**src/hw/rtl/ntcbt_div_cell.sv**
```systemverilog
// ----------------------------------------------------------------------------
// ntcbt_div_cell
// One restoring division step: shift in a dividend bit, subtract if it fits.
// ----------------------------------------------------------------------------
module ntcbt_div_cell #(
	parameter int DW = 16,
	parameter int NW = 16,
	parameter int SW = 1
) (
	input  logic          clk,
	input  logic          arst_n,
	input  logic          en,
	input  logic          vld_i,
	input  logic [DW-1:0] rem_i,
	input  logic [NW-1:0] num_i,
	input  logic [DW-1:0] den_i,
	input  logic [SW-1:0] side_i,
	output logic          vld_o,
	output logic [DW-1:0] rem_o,
	output logic [NW-1:0] num_o,
	output logic [DW-1:0] den_o,
	output logic [SW-1:0] side_o
);
	logic [DW:0] t;
	logic [DW:0] diff;
	logic        ge;

	assign t    = {rem_i, num_i[NW-1]};
	assign diff = t - {1'b0, den_i};
	assign ge   = t >= {1'b0, den_i};

	always_ff @(posedge clk or negedge arst_n) begin
		if (!arst_n) begin
			vld_o <= 1'b0;
		end else if (en) begin
			vld_o <= vld_i;
		end
	end

	always_ff @(posedge clk) begin
		if (en) begin
			rem_o  <= ge ? diff[DW-1:0] : t[DW-1:0];
			num_o  <= {num_i[NW-2:0], ge};
			den_o  <= den_i;
			side_o <= side_i;
		end
	end

endmodule

```
**config.mk**
```make
export PLATFORM = sky130hd
export DESIGN_NAME = ntcbt_div_cell
export DESIGN_NICKNAME = d
export VERILOG_FILES = /design/src/hw/rtl/ntcbt_div_cell.sv
export SDC_FILE = /design/constraint.sdc
export NUM_CORES = 1
export LEC_CHECK = 0
export BUFFER_PORTS_ARGS = -buffer_cell sky130_fd_sc_hd__buf_2
export CORE_ASPECT_RATIO = 1.25
export CORE_UTILIZATION = 49
export CTS_CLUSTER_DIAMETER = 50
export DETAILED_ROUTE_END_ITERATION = 16
export GPL_ROUTABILITY_DRIVEN = 0
export GPL_TIMING_DRIVEN = 0
export HOLD_SLACK_MARGIN = 0.1
export PLACE_DENSITY_LB_ADDON = 0.2
export SYNTH_ARGS = -nofsm -noshare
export SYNTH_HDL_FRONTEND = slang
export SYNTH_SLANG_ARGS = --single-unit
```
**constraint.sdc**
```tcl
create_clock -name clk -period 0.9 [get_ports clk]
set_input_delay 0.18 -clock clk [delete_from_list [all_inputs] [get_ports clk]]
set_output_delay 0.18 -clock clk [all_outputs]
set_load 0.02 [all_outputs]
```
[After elaboration in Yosys (flattened, before gate mapping)]
Cells that the tools add are included.
Widths: inputs -> output; s select.
Storage, ports and cells
  input port bits: 53
  register bits: 50
  word-level logic and storage cells: 8
Cells by class
  mux-type cells: 1
  order comparisons: 1
  add/sub/neg operators: 1
Operators by type and width (number)
  $ge 17x16->1: 1
  $mux 16: 1
  $sub 16x16->16: 1

[Longest topological paths before layout]
  word-level depth: 2
  mapped depth: 11

[Worst setup path before layout]
OpenSTA, ideal clock, no wires.
  kind: input -> register
  start point: input den_i[14]
  end point: register rem_o[10] (data pin)
  arrival: 2.102 ns
  path slack: -1.463 ns
  required time: 0.640 ns
  setup time: 0.260 ns
  stages on the path: 11
  path buffers: 2
  path through: inv_1 ha_1 buf_6 a21o_1 a211o_1 a41o_1 a31oi_4 o21a_4 inv_4 buf_12 mux2_4
On the way
  word-level cells in the longest chain between the ends: 2
Ends and longest elaborated chain
  from (decl): RTL line 16  | input logic [DW-1:0] den_i,
  $ge 17x16->1: RTL line 30  | assign ge = t >= {1'b0, den_i};
  via ge: RTL line 26  | logic ge;
  $mux 16: RTL line 42  | rem_o <= ge ? diff[DW-1:0] : t[DW-1:0];
  to (signal assigned): RTL line 42
  to (decl): RTL line 19  | output logic [DW-1:0] rem_o,
The timed path passes the listed nets, and every way through them passes these cells.
A chain may end at the register's enable or synchronous reset.

[Worst setup path in the final report]
  start point: input rem_i[3]
  end point: register rem_o[8] (data pin)
On the way
  word-level cells in the longest chain between the ends: 2
  elaborated cells on any way between the ends: 3
Ends and longest elaborated chain
  from (decl): RTL line 14  | input logic [DW-1:0] rem_i,
  $sub 16x16->16 or $ge 17x16->1 (tied branches): RTL line 29, 30
  $mux 16 *: RTL line 42
Mark *: on every way between the ends. The rest lies on a longest branch, timed or not.

==> results.sh <==
export IMPL_status="complete, but fails checks"
export IMPL_failed_checks="setup timing"
export IMPL_synth_area_sq_um=2673
export IMPL_drv_cap=0
export IMPL_synth_top_cell_area_share_pct=55.06
export IMPL_hpwl_um=4005
export IMPL_reg2reg_to="vld_o"
export IMPL_synth_cell_type_count=44
export IMPL_start_kind="input port"
export IMPL_critPathKind="in -> reg"
export IMPL_cts_root_buffer="clkbuf_8"
export IMPL_cts_sinks=50
export IMPL_track_usage_pct=23.06
export IMPL_worst_pin_slew_ns=0.4441
export IMPL_drc=0
export IMPL_die_w_um=68.06
export IMPL_final_seq_area_sq_um=1496
export IMPL_cp_max_fo=4
export IMPL_cts_buffers=5
export IMPL_die_area_sq_um=5755
export IMPL_fin_ws_ns=-1.048
export IMPL_drt_wirelength_per_cell_um=18.14
export IMPL_start_util_pct=51.87
export IMPL_power_density_nw_per_um2=1505
export IMPL_maxSlewViolCount=0
export IMPL_vdd_ir_drop_max_mv=1.027
export IMPL_synthTopCellsByArea="edfxtp_1 55%, ha_1 7.5%, mux2_4 4.5%, inv_1 3.4%, xnor2_1 2.6%"
export IMPL_dp_cells=371
export IMPL_r2r_slack_ns=0.01
export IMPL_whs_endpoint="vld_o"
export IMPL_core_area_sq_um=5152
export IMPL_layout_drive_gt1_share_pct=53.23
export IMPL_num_rows=29
export IMPL_firstDrtPassIters=4
export IMPL_antenna_found_initial=0
export IMPL_rsz0062_at_grt="true"
export IMPL_grt_max_degree=51
export IMPL_end_kind="register"
export IMPL_n_antenna_cell=0
export IMPL_holdPathStages=2
export IMPL_multi_input_area_sq_um=1364
export IMPL_nFillCells=232
export IMPL_final_nets=441
export IMPL_grt_ovfl_total=0
export IMPL_syn2layout_area_growth_pct=69.15
export IMPL_synth_seq_area_share_pct=55.99
export IMPL_clockBufferDepth=2
export IMPL_synth_warnings=0
export IMPL_first_iter_violations=115
export IMPL_async_flop_share_pct=2.000
export IMPL_synth_seq_cells=50
export IMPL_synth_flop_cell="edfxtp_1"
export IMPL_syn_avg_cell_area_sq_um=12.91
export IMPL_antenna_left=0
export IMPL_tritoncts="done"
export IMPL_finalWirelength_um=7873
export IMPL_max_freq_ghz=0.5134
export IMPL_io_buffers=102
export IMPL_layout_cells_non_filler=434
export IMPL_cp_arrival_ns=2.01
export IMPL_via_count=2363
export IMPL_skew_ns=0
export IMPL_hold_viol_final=0
export IMPL_synth_enable_flop_cells=49
export IMPL_timing_final_crit_period_ns=1.948
export IMPL_syn_inst=207
export IMPL_via_per_inst=5.445
export IMPL_yosysTopAreaCell="edfxtp_1"
export IMPL_grt_pass1_vias=2169
export IMPL_hp_start="vld_i"
export IMPL_grt_pass1_wl_um=9936
export IMPL_power_total_uw=6804
export IMPL_clk_latency_ns=0.30
export IMPL_ioPinCount=103
export IMPL_die_h_um=84.57
export IMPL_synth_nets=277
export IMPL_htreeDepth=2
export IMPL_setup_viol=67
export IMPL_regToRegStartpoint="vld_o"
export IMPL_cp_required_ns=0.96
export IMPL_max_slew_margin_pct=70.39
export IMPL_hold_path_class="in -> reg"
export IMPL_post_route_period_util_pct=216.4
export IMPL_leakage_uw=0.001967
export IMPL_reg2reg_depth=2
export IMPL_cts_reportedPaths_clkPinSlew_ns=0.09
[timing repair]
action                                  4_1_cts  5_1_grt
pin swaps                                    22       23
gates resized for setup                      45       89
endpoints found under the setup margin      117       68
hold buffers                                 32        1
buffers inserted                             19        7
endpoints found under the hold margin        32        1
cloned                                        1        0
[cell usage in the layout (no fill, tap or decap), types with 4 or more instances in the layout]
master | synthesis | layout
inv_2 | 0 | 4
a21oi_1 | 10 | 6
nor2_1 | 9 | 8
edfxtp_1 | 49 | 49
dlygate4sd3_1 | 0 | 33
xor2_1 | 4 | 4
buf_2 | 0 | 61
mux2_4 | 8 | 11
clkbuf_8 | 0 | 5
inv_1 | 24 | 17
ha_4 | 0 | 11
buf_6 | 1 | 44
buf_4 | 0 | 21
o21ai_0 | 8 | 5
nand2_1 | 13 | 12
xnor2_1 | 8 | 8
ha_2 | 0 | 4
[registers in the layout, summed over array words and instances, names as in the netlist]
register,count
den_o,16
num_o,16
rem_o,16
side_o,1
vld_o,1
[power breakdown]
group	internal (uW)	total [uW]	leakage, uW	switching [uW]
combinational	1310	2500	0.00143	1190
clock	548	1340	0.0000441	796
sequential	2860	2960	0.000491	99.6
total	4720	6800	0.00197	2090
[cell usage after synthesis (all sizes together), types with 2 or more instances]
cell,instances
nand4,3
buf,2
nand2,13
o21a,2
o21bai,4
xor2,4
mux2,13
a211oi,2
xnor2,8
a21oi,10
o21ai,9
a211o,2
a31oi,4
clkbuf,4
inv,25
nor2,9
and3,2
nand3,3
ha,16
a41o,2
mux2i,3
edfxtp,49
a21o,3
[metal layers]
metal	routed length, um	up-vias	global-route usage, %
met5	0	-	0
met4	224	0	7.008
met3	520	27	3.533
met2	4186	129	41.71
met1	2942	1111	26.87
li1	-	1096	-
[cell families (layout without fill, tap and decap cells)]
group,count (synthesis),after routing,synth area share (%)
buffers and inverters,31,196,5.337
flip-flops,50,50,55.99
AND/OR/NAND/NOR,36,36,6.555
multiplexers,16,16,7.725
AO/OA/AOI/OAI,45,45,12.22
adder cells (fa/ha/maj),17,17,8.240
XOR/XNOR,12,12,3.933
[stage by stage]
step           hold WS, ns  worst slack (ns)  area [sq um]  setup TNS (ns)  util, %
6_report            0.1310            -1.048          4521          -23.14    87.74
5_1_grt             0.1280            -1.114          4521          -25.22    87.74
4_1_cts             0.1063            -1.092          4123          -23.16    80.01
3_5_place_dp      -0.04432            -1.652          3413          -51.06    66.25
3_3_place_gp      -0.04602            -1.630          3413          -50.28    66.25
2_1_floorplan      -0.1156            -1.336          2825          -20.23        -
[area by class of cell]
cell class                      count  share of cell area [%]
Sequential cell                    50                   33.10
Multi-Input combinational cell    126                   30.17
Buffer                              1                  0.4428
Inverter                           25                   2.795
Tap cell                           62                   1.716
Timing Repair Buffer              162                   29.78
Clock inverter                      3                  0.4705
Clock buffer                        5                   1.522
[worst max-delay path, cell delays in order]
cell and delay (ns):
buf_2 0.13, ha_4 0.25, buf_4 0.16, nand2_1 0.09
nand2_1 0.07, a221o_1 0.45, buf_6 0.17, a31oi_4 0.18
xnor2_1 0.08, mux2_4 0.25
[worst max path at each step]
stage	start	endpoint	slack, ns	cells after the start
6_report	rem_i[3]	rem_o[8]	-1.05	10
5_1_grt	rem_i[3]	rem_o[8]	-1.11	10
4_1_cts	den_i[14]	rem_o[12]	-1.09	11
3_5_place_dp	den_i[14]	rem_o[12]	-1.65	12
3_3_place_gp	den_i[14]	rem_o[11]	-1.63	12
2_1_floorplan	den_i[14]	rem_o[10]	-1.34	11
Note: power is estimated with default switching activity, not from simulation.
