### src/hw/rtl/ntcbt_pkg.sv
// ----------------------------------------------------------------------------
// ntcbt_pkg
// Shared widths, constants and types of the NTC beta temperature converter.
// ----------------------------------------------------------------------------
package ntcbt_pkg;

	localparam int ADC_BITS_DEF = 12;
	localparam int CODE_W       = 12;
	localparam int RES_W        = 20;
	localparam int BETA_W       = 14;
	localparam int T0_W         = 15;
	localparam int TEMP_W       = 18;
	localparam int FAULT_W      = 2;
	localparam int CFG_IDX_W    = 2;
	localparam int CFG_DATA_W   = 20;

	localparam int M_W          = 31;
	localparam int FRAC_BITS    = 24;
	localparam int LN2_W        = 32;
	localparam int INV_NUM_W    = 37;
	localparam int T0K_W        = 16;
	localparam int INV0_W       = 24;
	localparam int TK_W         = 17;

	localparam logic [LN2_W-1:0]     LN2_Q32 = 32'hB17217F8;
	localparam logic [INV_NUM_W-1:0] INV_NUM = 37'h19_0000_0000;

	localparam logic signed [TEMP_W-1:0] OUT_MIN      = -18'sd27315;
	localparam logic signed [TEMP_W-1:0] OUT_MAX      = 18'sd100000;
	localparam logic signed [TEMP_W-1:0] SHORT_TEMP   = -18'sd4000;
	localparam logic signed [TEMP_W-1:0] KELVIN_CENTI = 18'sd27315;
	localparam logic [TK_W-1:0]          TK_MAX       = 17'd127315;

	localparam logic [RES_W-1:0]  SERIES_RST = 20'd10000;
	localparam logic [RES_W-1:0]  NOMINAL_RST = 20'd10000;
	localparam logic [BETA_W-1:0] BETA_RST   = 14'd3950;
	localparam logic [T0_W-1:0]   T0_RST     = 15'd2500;

	typedef enum logic [CFG_IDX_W-1:0] {
		REG_SERIES  = 2'd0,
		REG_NOMINAL = 2'd1,
		REG_BETA    = 2'd2,
		REG_T0      = 2'd3
	} reg_idx_t;

	typedef enum logic [FAULT_W-1:0] {
		FAULT_OK    = 2'd0,
		FAULT_SHORT = 2'd1,
		FAULT_OPEN  = 2'd2
	} fault_t;

	// forced result travelling alongside a request
	typedef struct packed {
		logic                     ovr;
		logic signed [TEMP_W-1:0] temp;
		fault_t                   fault;
	} ovr_t;

endpackage

### src/hw/rtl/ntcbt_log_cell.sv
// ----------------------------------------------------------------------------
// ntcbt_log_cell
// One log2 fraction bit for two lanes: square the mantissa, renormalise.
// ----------------------------------------------------------------------------
module ntcbt_log_cell #(
	parameter int FW = 30,
	parameter int SW = 1
) (
	input  logic                     clk,
	input  logic                     arst_n,
	input  logic                     en,
	input  logic                     vld_i,
	input  logic [ntcbt_pkg::M_W-1:0] m_a_i,
	input  logic [ntcbt_pkg::M_W-1:0] m_b_i,
	input  logic [FW-1:0]            l_a_i,
	input  logic [FW-1:0]            l_b_i,
	input  logic [SW-1:0]            side_i,
	output logic                     vld_o,
	output logic [ntcbt_pkg::M_W-1:0] m_a_o,
	output logic [ntcbt_pkg::M_W-1:0] m_b_o,
	output logic [FW-1:0]            l_a_o,
	output logic [FW-1:0]            l_b_o,
	output logic [SW-1:0]            side_o
);
	import ntcbt_pkg::*;

	logic [2*M_W-1:0] sq_a, sq_b;
	logic [M_W:0]     t_a, t_b;

	assign sq_a = (2*M_W)'(m_a_i) * (2*M_W)'(m_a_i);
	assign sq_b = (2*M_W)'(m_b_i) * (2*M_W)'(m_b_i);
	assign t_a  = sq_a[2*M_W-1:M_W-1];
	assign t_b  = sq_b[2*M_W-1:M_W-1];

	always_ff @(posedge clk or negedge arst_n) begin
		if (!arst_n) begin
			vld_o <= 1'b0;
		end else if (en) begin
			vld_o <= vld_i;
		end
	end

	always_ff @(posedge clk) begin
		if (en) begin
			m_a_o  <= t_a[M_W] ? t_a[M_W:1] : t_a[M_W-1:0];
			m_b_o  <= t_b[M_W] ? t_b[M_W:1] : t_b[M_W-1:0];
			l_a_o  <= {l_a_i[FW-2:0], t_a[M_W]};
			l_b_o  <= {l_b_i[FW-2:0], t_b[M_W]};
			side_o <= side_i;
		end
	end

endmodule

### config.mk
export PLATFORM = sky130hd
export DESIGN_NAME = ntcbt_log_cell
export DESIGN_NICKNAME = d
export VERILOG_FILES = /design/src/hw/rtl/ntcbt_pkg.sv /design/src/hw/rtl/ntcbt_log_cell.sv
export SDC_FILE = /design/constraint.sdc
export NUM_CORES = 2
export LEC_CHECK = 0
export BUFFER_PORTS_ARGS = -buffer_cell sky130_fd_sc_hd__buf_2
export CAP_MARGIN = 5
export CORE_AREA = 3 3 386 388
export DETAILED_ROUTE_END_ITERATION = 8
export DIE_AREA = 0 0 389 391
export HOLD_SLACK_MARGIN = 0.03
export PLACE_DENSITY = 0.66
export SYNTH_ARGS = -nofsm -noshare
export SYNTH_HDL_FRONTEND = slang
export SYNTH_SLANG_ARGS = --single-unit
### constraint.sdc
create_clock -name clk -period 0.8 [get_ports clk]
set_clock_uncertainty 0.05 [all_clocks]
set_input_delay 0 -clock clk [delete_from_list [all_inputs] [get_ports clk]]
set_output_delay 0 -clock clk [all_outputs]
set_load 0.05 [all_outputs]
**Yosys cells after proc, flatten, opt, wreduce, memory -nomap -nowiden**

Index checks and enable logic that the tools add are counted.

- Register bits: 124
- Latch bits: 0
- RAM bits: 0
- ROM bits: 0
- Input port bits: 127
- Output and inout port bits: 124
- Logic and storage cells: 12
- Memories: 0

- Add/subtract/negate cells: 0
- Multipliers: 2
- Div/mod/pow operators: 0
- Magnitude comparators: 0
- Equality and inequality tests: 0
- Shift operators: 0
- Muxes and demuxes: 2
- Bitwise logic cells: 0
- Reduce and logical (&&, ||, !) cells: 0

Operators with widths:

| operator | count |
|---|---|
| $mul A31 B31 Y62 | 2 |
| $mux W30 | 2 |

**Longest topological paths before layout**

- Word-level depth: 2
- Depth in mapped cells: 33
- Depth with buffers taken out: 28

**Worst setup path after synthesis**

OpenSTA, ideal clock, no wires.

- Path kind: input -> register
- Start: input m_a_i[25] (netlist bit)
- End: register m_a_o[14] (netlist bit), data pin
- Setup time: 260 ps
- Arrival: 7153 ps
- Required time: 490 ps
- Path slack: -6663 ps
- Stages on the path: 27
- Cells stage by stage: clkbuf_1 -> clkbuf_1 -> nand2_1 -> fa_1 -> fa_1 -> inv_1 -> fa_1 -> inv_1 -> fa_1 -> inv_1 -> fa_1 -> fa_1 -> fa_1 -> inv_1 -> fa_1 -> inv_1 -> ha_1 -> buf_2 -> a21o_1 -> a21o_1 -> a211oi_2 -> a2bb2oi_2 -> a31oi_4 -> a21oi_4 -> xor2_4 -> buf_4 -> mux2_2

- Cells in the longest elaborated chain, start to end: 2

RTL lines:

| item | line | RTL |
|---|---|---|
| start: declaration | ntcbt_log_cell.sv:13 | `input logic [ntcbt_pkg::M_W-1:0] m_a_i,` |
| $mul A31 B31 Y62 | ntcbt_log_cell.sv:30 | `assign sq_a = (2*M_W)'(m_a_i) * (2*M_W)'(m_a_i);` |
| $mux W30 | ntcbt_log_cell.sv:45 | `m_a_o <= t_a[M_W] ? t_a[M_W:1] : t_a[M_W-1:0];` |
| end signal: assignment | ntcbt_log_cell.sv:45 |  |
| end: declaration | ntcbt_log_cell.sv:19 | `output logic [ntcbt_pkg::M_W-1:0] m_a_o,` |

No other way between the ends.
A chain may end at the register's enable or synchronous reset.

**Final worst setup path**

- Start: input m_b_i[14] (netlist bit)
- End: register m_b_o[26] (netlist bit), data pin

- Cells in the longest elaborated chain, start to end: 2

RTL lines:

| item | line | RTL |
|---|---|---|
| start: declaration | ntcbt_log_cell.sv:14 | `input logic [ntcbt_pkg::M_W-1:0] m_b_i,` |
| $mul A31 B31 Y62 | ntcbt_log_cell.sv:31 | `assign sq_b = (2*M_W)'(m_b_i) * (2*M_W)'(m_b_i);` |
| $mux W30 | ntcbt_log_cell.sv:46 | `m_b_o <= t_b[M_W] ? t_b[M_W:1] : t_b[M_W-1:0];` |
| end signal: assignment | ntcbt_log_cell.sv:46 |  |
| end: declaration | ntcbt_log_cell.sv:20 | `output logic [ntcbt_pkg::M_W-1:0] m_b_o,` |

No other way between the ends.

==> qor_table.md <==
| Result | This run | Unit |
|:---|:---|:---|
| Worst-Margin Slew | 0.575 | ns |
| Number of vias per cell | 4.84 | - |
| Worst path arrival time | 7.27 | ns |
| Number of antenna violations at the first check in global routing | 8 | - |
| Row count | 140 | - |
| Worst reg-to-reg path cell count | 1 | - |
| Proportion of synthesized chip area in sequential cells | 0.0637 | - |
| Max stage delay cell, worst path | fa_1 | - |
| Final estimated routing congestion in global placement | 0.983 | - |
| Critical path start-end classification | in -> reg | - |
| Avg WL per Cell | 18.4 | um |
| Worst path buffer plus inverter count | 9 | - |
| Startpoint types | input port | - |
| Post-synth ARST share | 0.00806 | - |
| Required @ worst endpoint | 0.95 | ns |
| Yosys Warn Count | 0 | - |
| Area growth from synthesis to layout | 28.6 | % |
| Global router's overall resource usage | 0.230 | - |
| Number of fill cells in the layout | 12,900 | - |
| Worst rel slew slack | 0.613 | - |
| Global-route congestion overflow total | 0 | - |
| Total of buffers placed on input and output ports | 248 | - |
| Number of clock sinks | 124 | - |
| Stages on worst setup path | 29 | - |
| Max-slew violation total from the final report | 0 | - |
| Placement-stage worst setup slack | -7.12 | ns |
| Layout cell share with drive strength beyond 1 | 0.253 | - |
| Wire length of the first global-routing pass | 272 | mm |
| Largest driver fanout on the critical path | 5 | - |
| Largest net degree at the start of global routing | 41 | - |
| Total number of nets in the final design | 9,458 | - |
| Count of endpoints failing setup in the final report | 191 | - |
| Max_cap viols | 0 | - |
| Final period utilization | 8.89 | - |
| Clock insertion delay at the later pin of the skew report | 0.44 | ns |
| DRC violation count after routing | 0 | - |
| Largest buffer count on any clock path | 2 | - |
| H-tree depth | 4 | - |
| DPL Wire Length | 145 | mm |
| Top FF cell, synth | edfxtp_1 | - |
| Setup repair after global routing missed its margin | yes | - |
| Vias in the first global route | 51,200 | - |
| Run status | finished, violations left | - |
| Post-route worst setup slack | -6.32 | ns |
| Horizontal die dimension | 389 | um |
| Clock tree from TritonCTS | done | - |
| Nets in the synthesized netlist | 8,200 | - |
| Total wirelength of the detailed-routed design | 170 | mm |
| CTS Root Buffer Type | clkbuf_16 | - |
| Die Height | 391 | um |
| Largest incremental delay on the critical path | 0.56 | ns |
| Die Area | 152,000 | um2 |
| Cell with the most instances on the worst path | fa_1 | - |
| Final number of hold-violating endpoints | 0 | - |
| Hold path depth | 2 | - |
| Total iterations of the first detailed-routing run | 5 | - |
| Failing checks | setup timing | - |
| Most frequent cells in the layout | 1,801 x inv_1, 1,443 x fa_1, 1,034 x buf_4 | - |
| Category of cells accounting for the largest share of critical-path delay | adder cells | - |
| Number of cells produced by synthesis | 6,045 | - |
| Final worst path period need | 7.12 | ns |
| Number of top-level pins | 251 | - |
| Synth unique cells | 85 | - |
| Seq cells post-synth | 124 | - |
| Detailed-route via count | 44,700 | - |
| Detail Route Antenna Nets | 0 | - |
| Average instance area after synthesis | 9.65 | um2 |
| Post-synthesis cell area | 58,300 | um2 |
| Clock slew at the register clock pins of the worst setup and hold paths | 0.07 | ns |
| Max Fclk | 141 | MHz |
| Critical Path End Type | flip-flop | - |
| Initial cell density of the core | 0.400 | - |
| Standard cell core area | 146,000 | um2 |
| Leading cell type in the layout, fill and taps excluded | inv_1 | - |
| EDFF count, synth | 123 | - |
| HP Class | in -> reg | - |
| Number of violations reported at the end of detailed-routing iteration 0 | 2,343 | - |
| TritonCTS buffer count | 17 | - |
-- final cells by class --
| class | instances | area, um2 | share of cell area |
|---|---|---|---|
| Tap cell | 1917 | 2400 | 0.0320 |
| Inverter | 1834 | 6910 | 0.0921 |
| Clock inverter | 14 | 133 | 0.00177 |
| Antenna cell | 2 | 5.00 | 0.0000667 |
| Sequential cell | 124 | 3720 | 0.0496 |
| Timing Repair Buffer | 1458 | 12700 | 0.170 |
| Multi-Input combinational cell | 3868 | 48700 | 0.649 |
| Clock buffer | 18 | 429 | 0.00572 |
-- worst paths after layout --
check	from	end	slack, ns
max	m_b_i[14]	m_b_o[26]	-6.32
min	en	m_a_o[1]	0.008
max reg2reg	vld_o	vld_o	-0.04
min reg2reg	vld_o	vld_o	0.51
max in group asynchronous	arst_n	vld_o	0.25
min in group asynchronous	arst_n	vld_o	0.33
-- cell families (layout without fill, tap and decap cells) --
family | count (synthesis) | in the layout | synth area share
buffers and inverters | 2053 | 3324 | 0.133
other | 0 | 2 | 0
AND/OR/NAND/NOR | 1281 | 1281 | 0.104
AO/OA/AOI/OAI | 410 | 410 | 0.0474
flip-flops | 124 | 124 | 0.0637
adder cells (fa/ha/maj) | 2028 | 2028 | 0.627
XOR/XNOR | 110 | 110 | 0.0170
multiplexers | 39 | 39 | 0.00729
-- metal layers --
layer	vias up	wire [um]	global-route usage
met5	-	46	0
met4	8	6710	0.0798
met3	372	10800	0.0431
met2	1261	85900	0.407
met1	23000	66100	0.282
li1	20100	-	-
-- what timing repair did --
action,in CTS,in global routing
setup buffers,72,21
cloned,6,1
setup endpoints to repair,189,189
hold buffers,62,1
pin swaps,177,154
gates resized for setup,642,146
hold endpoints to repair,108,6
-- sequential cells by signal, summed over array words and instances, names as in the netlist --
name,count
vld_o,1
m_b_o,31
l_b_o,30
side_o,1
l_a_o,30
m_a_o,31
-- synthesized netlist by cell type (41+ instances only) --
library cell  count  area (um2)
a21o_1           59         443
nand4_1          41         257
o21ai_0          64         320
and2_1          376        2350
edfxtp_1        123        3690
inv_1          1831        6870
ha_1            534        6680
nand2_1         648        2430
xnor2_1          55         482
xor2_1           53         464
clkbuf_1        196         736
nor2_1          124         465
a21oi_1         139         696
fa_1           1494       29900
-- per-stage QoR --
stage               TNS [ns]  cell area [um2]  hold WS, ns  instances  utilization
detailed placement   -448.32            70000       -0.273       9049        0.480
global route         -448.34            75000      0.00631       9234        0.515
CTS                  -433.72            74300      -0.0967       9213        0.510
finish               -432.99            75000      0.00837       9235        0.515
global placement     -445.10            70000       -0.273       9049        0.480
floorplan            -394.99            59400       -0.346       6045            -
Power is not shown: default switching activity piles up to over one toggle a cycle in this logic, so the estimate is an artifact.
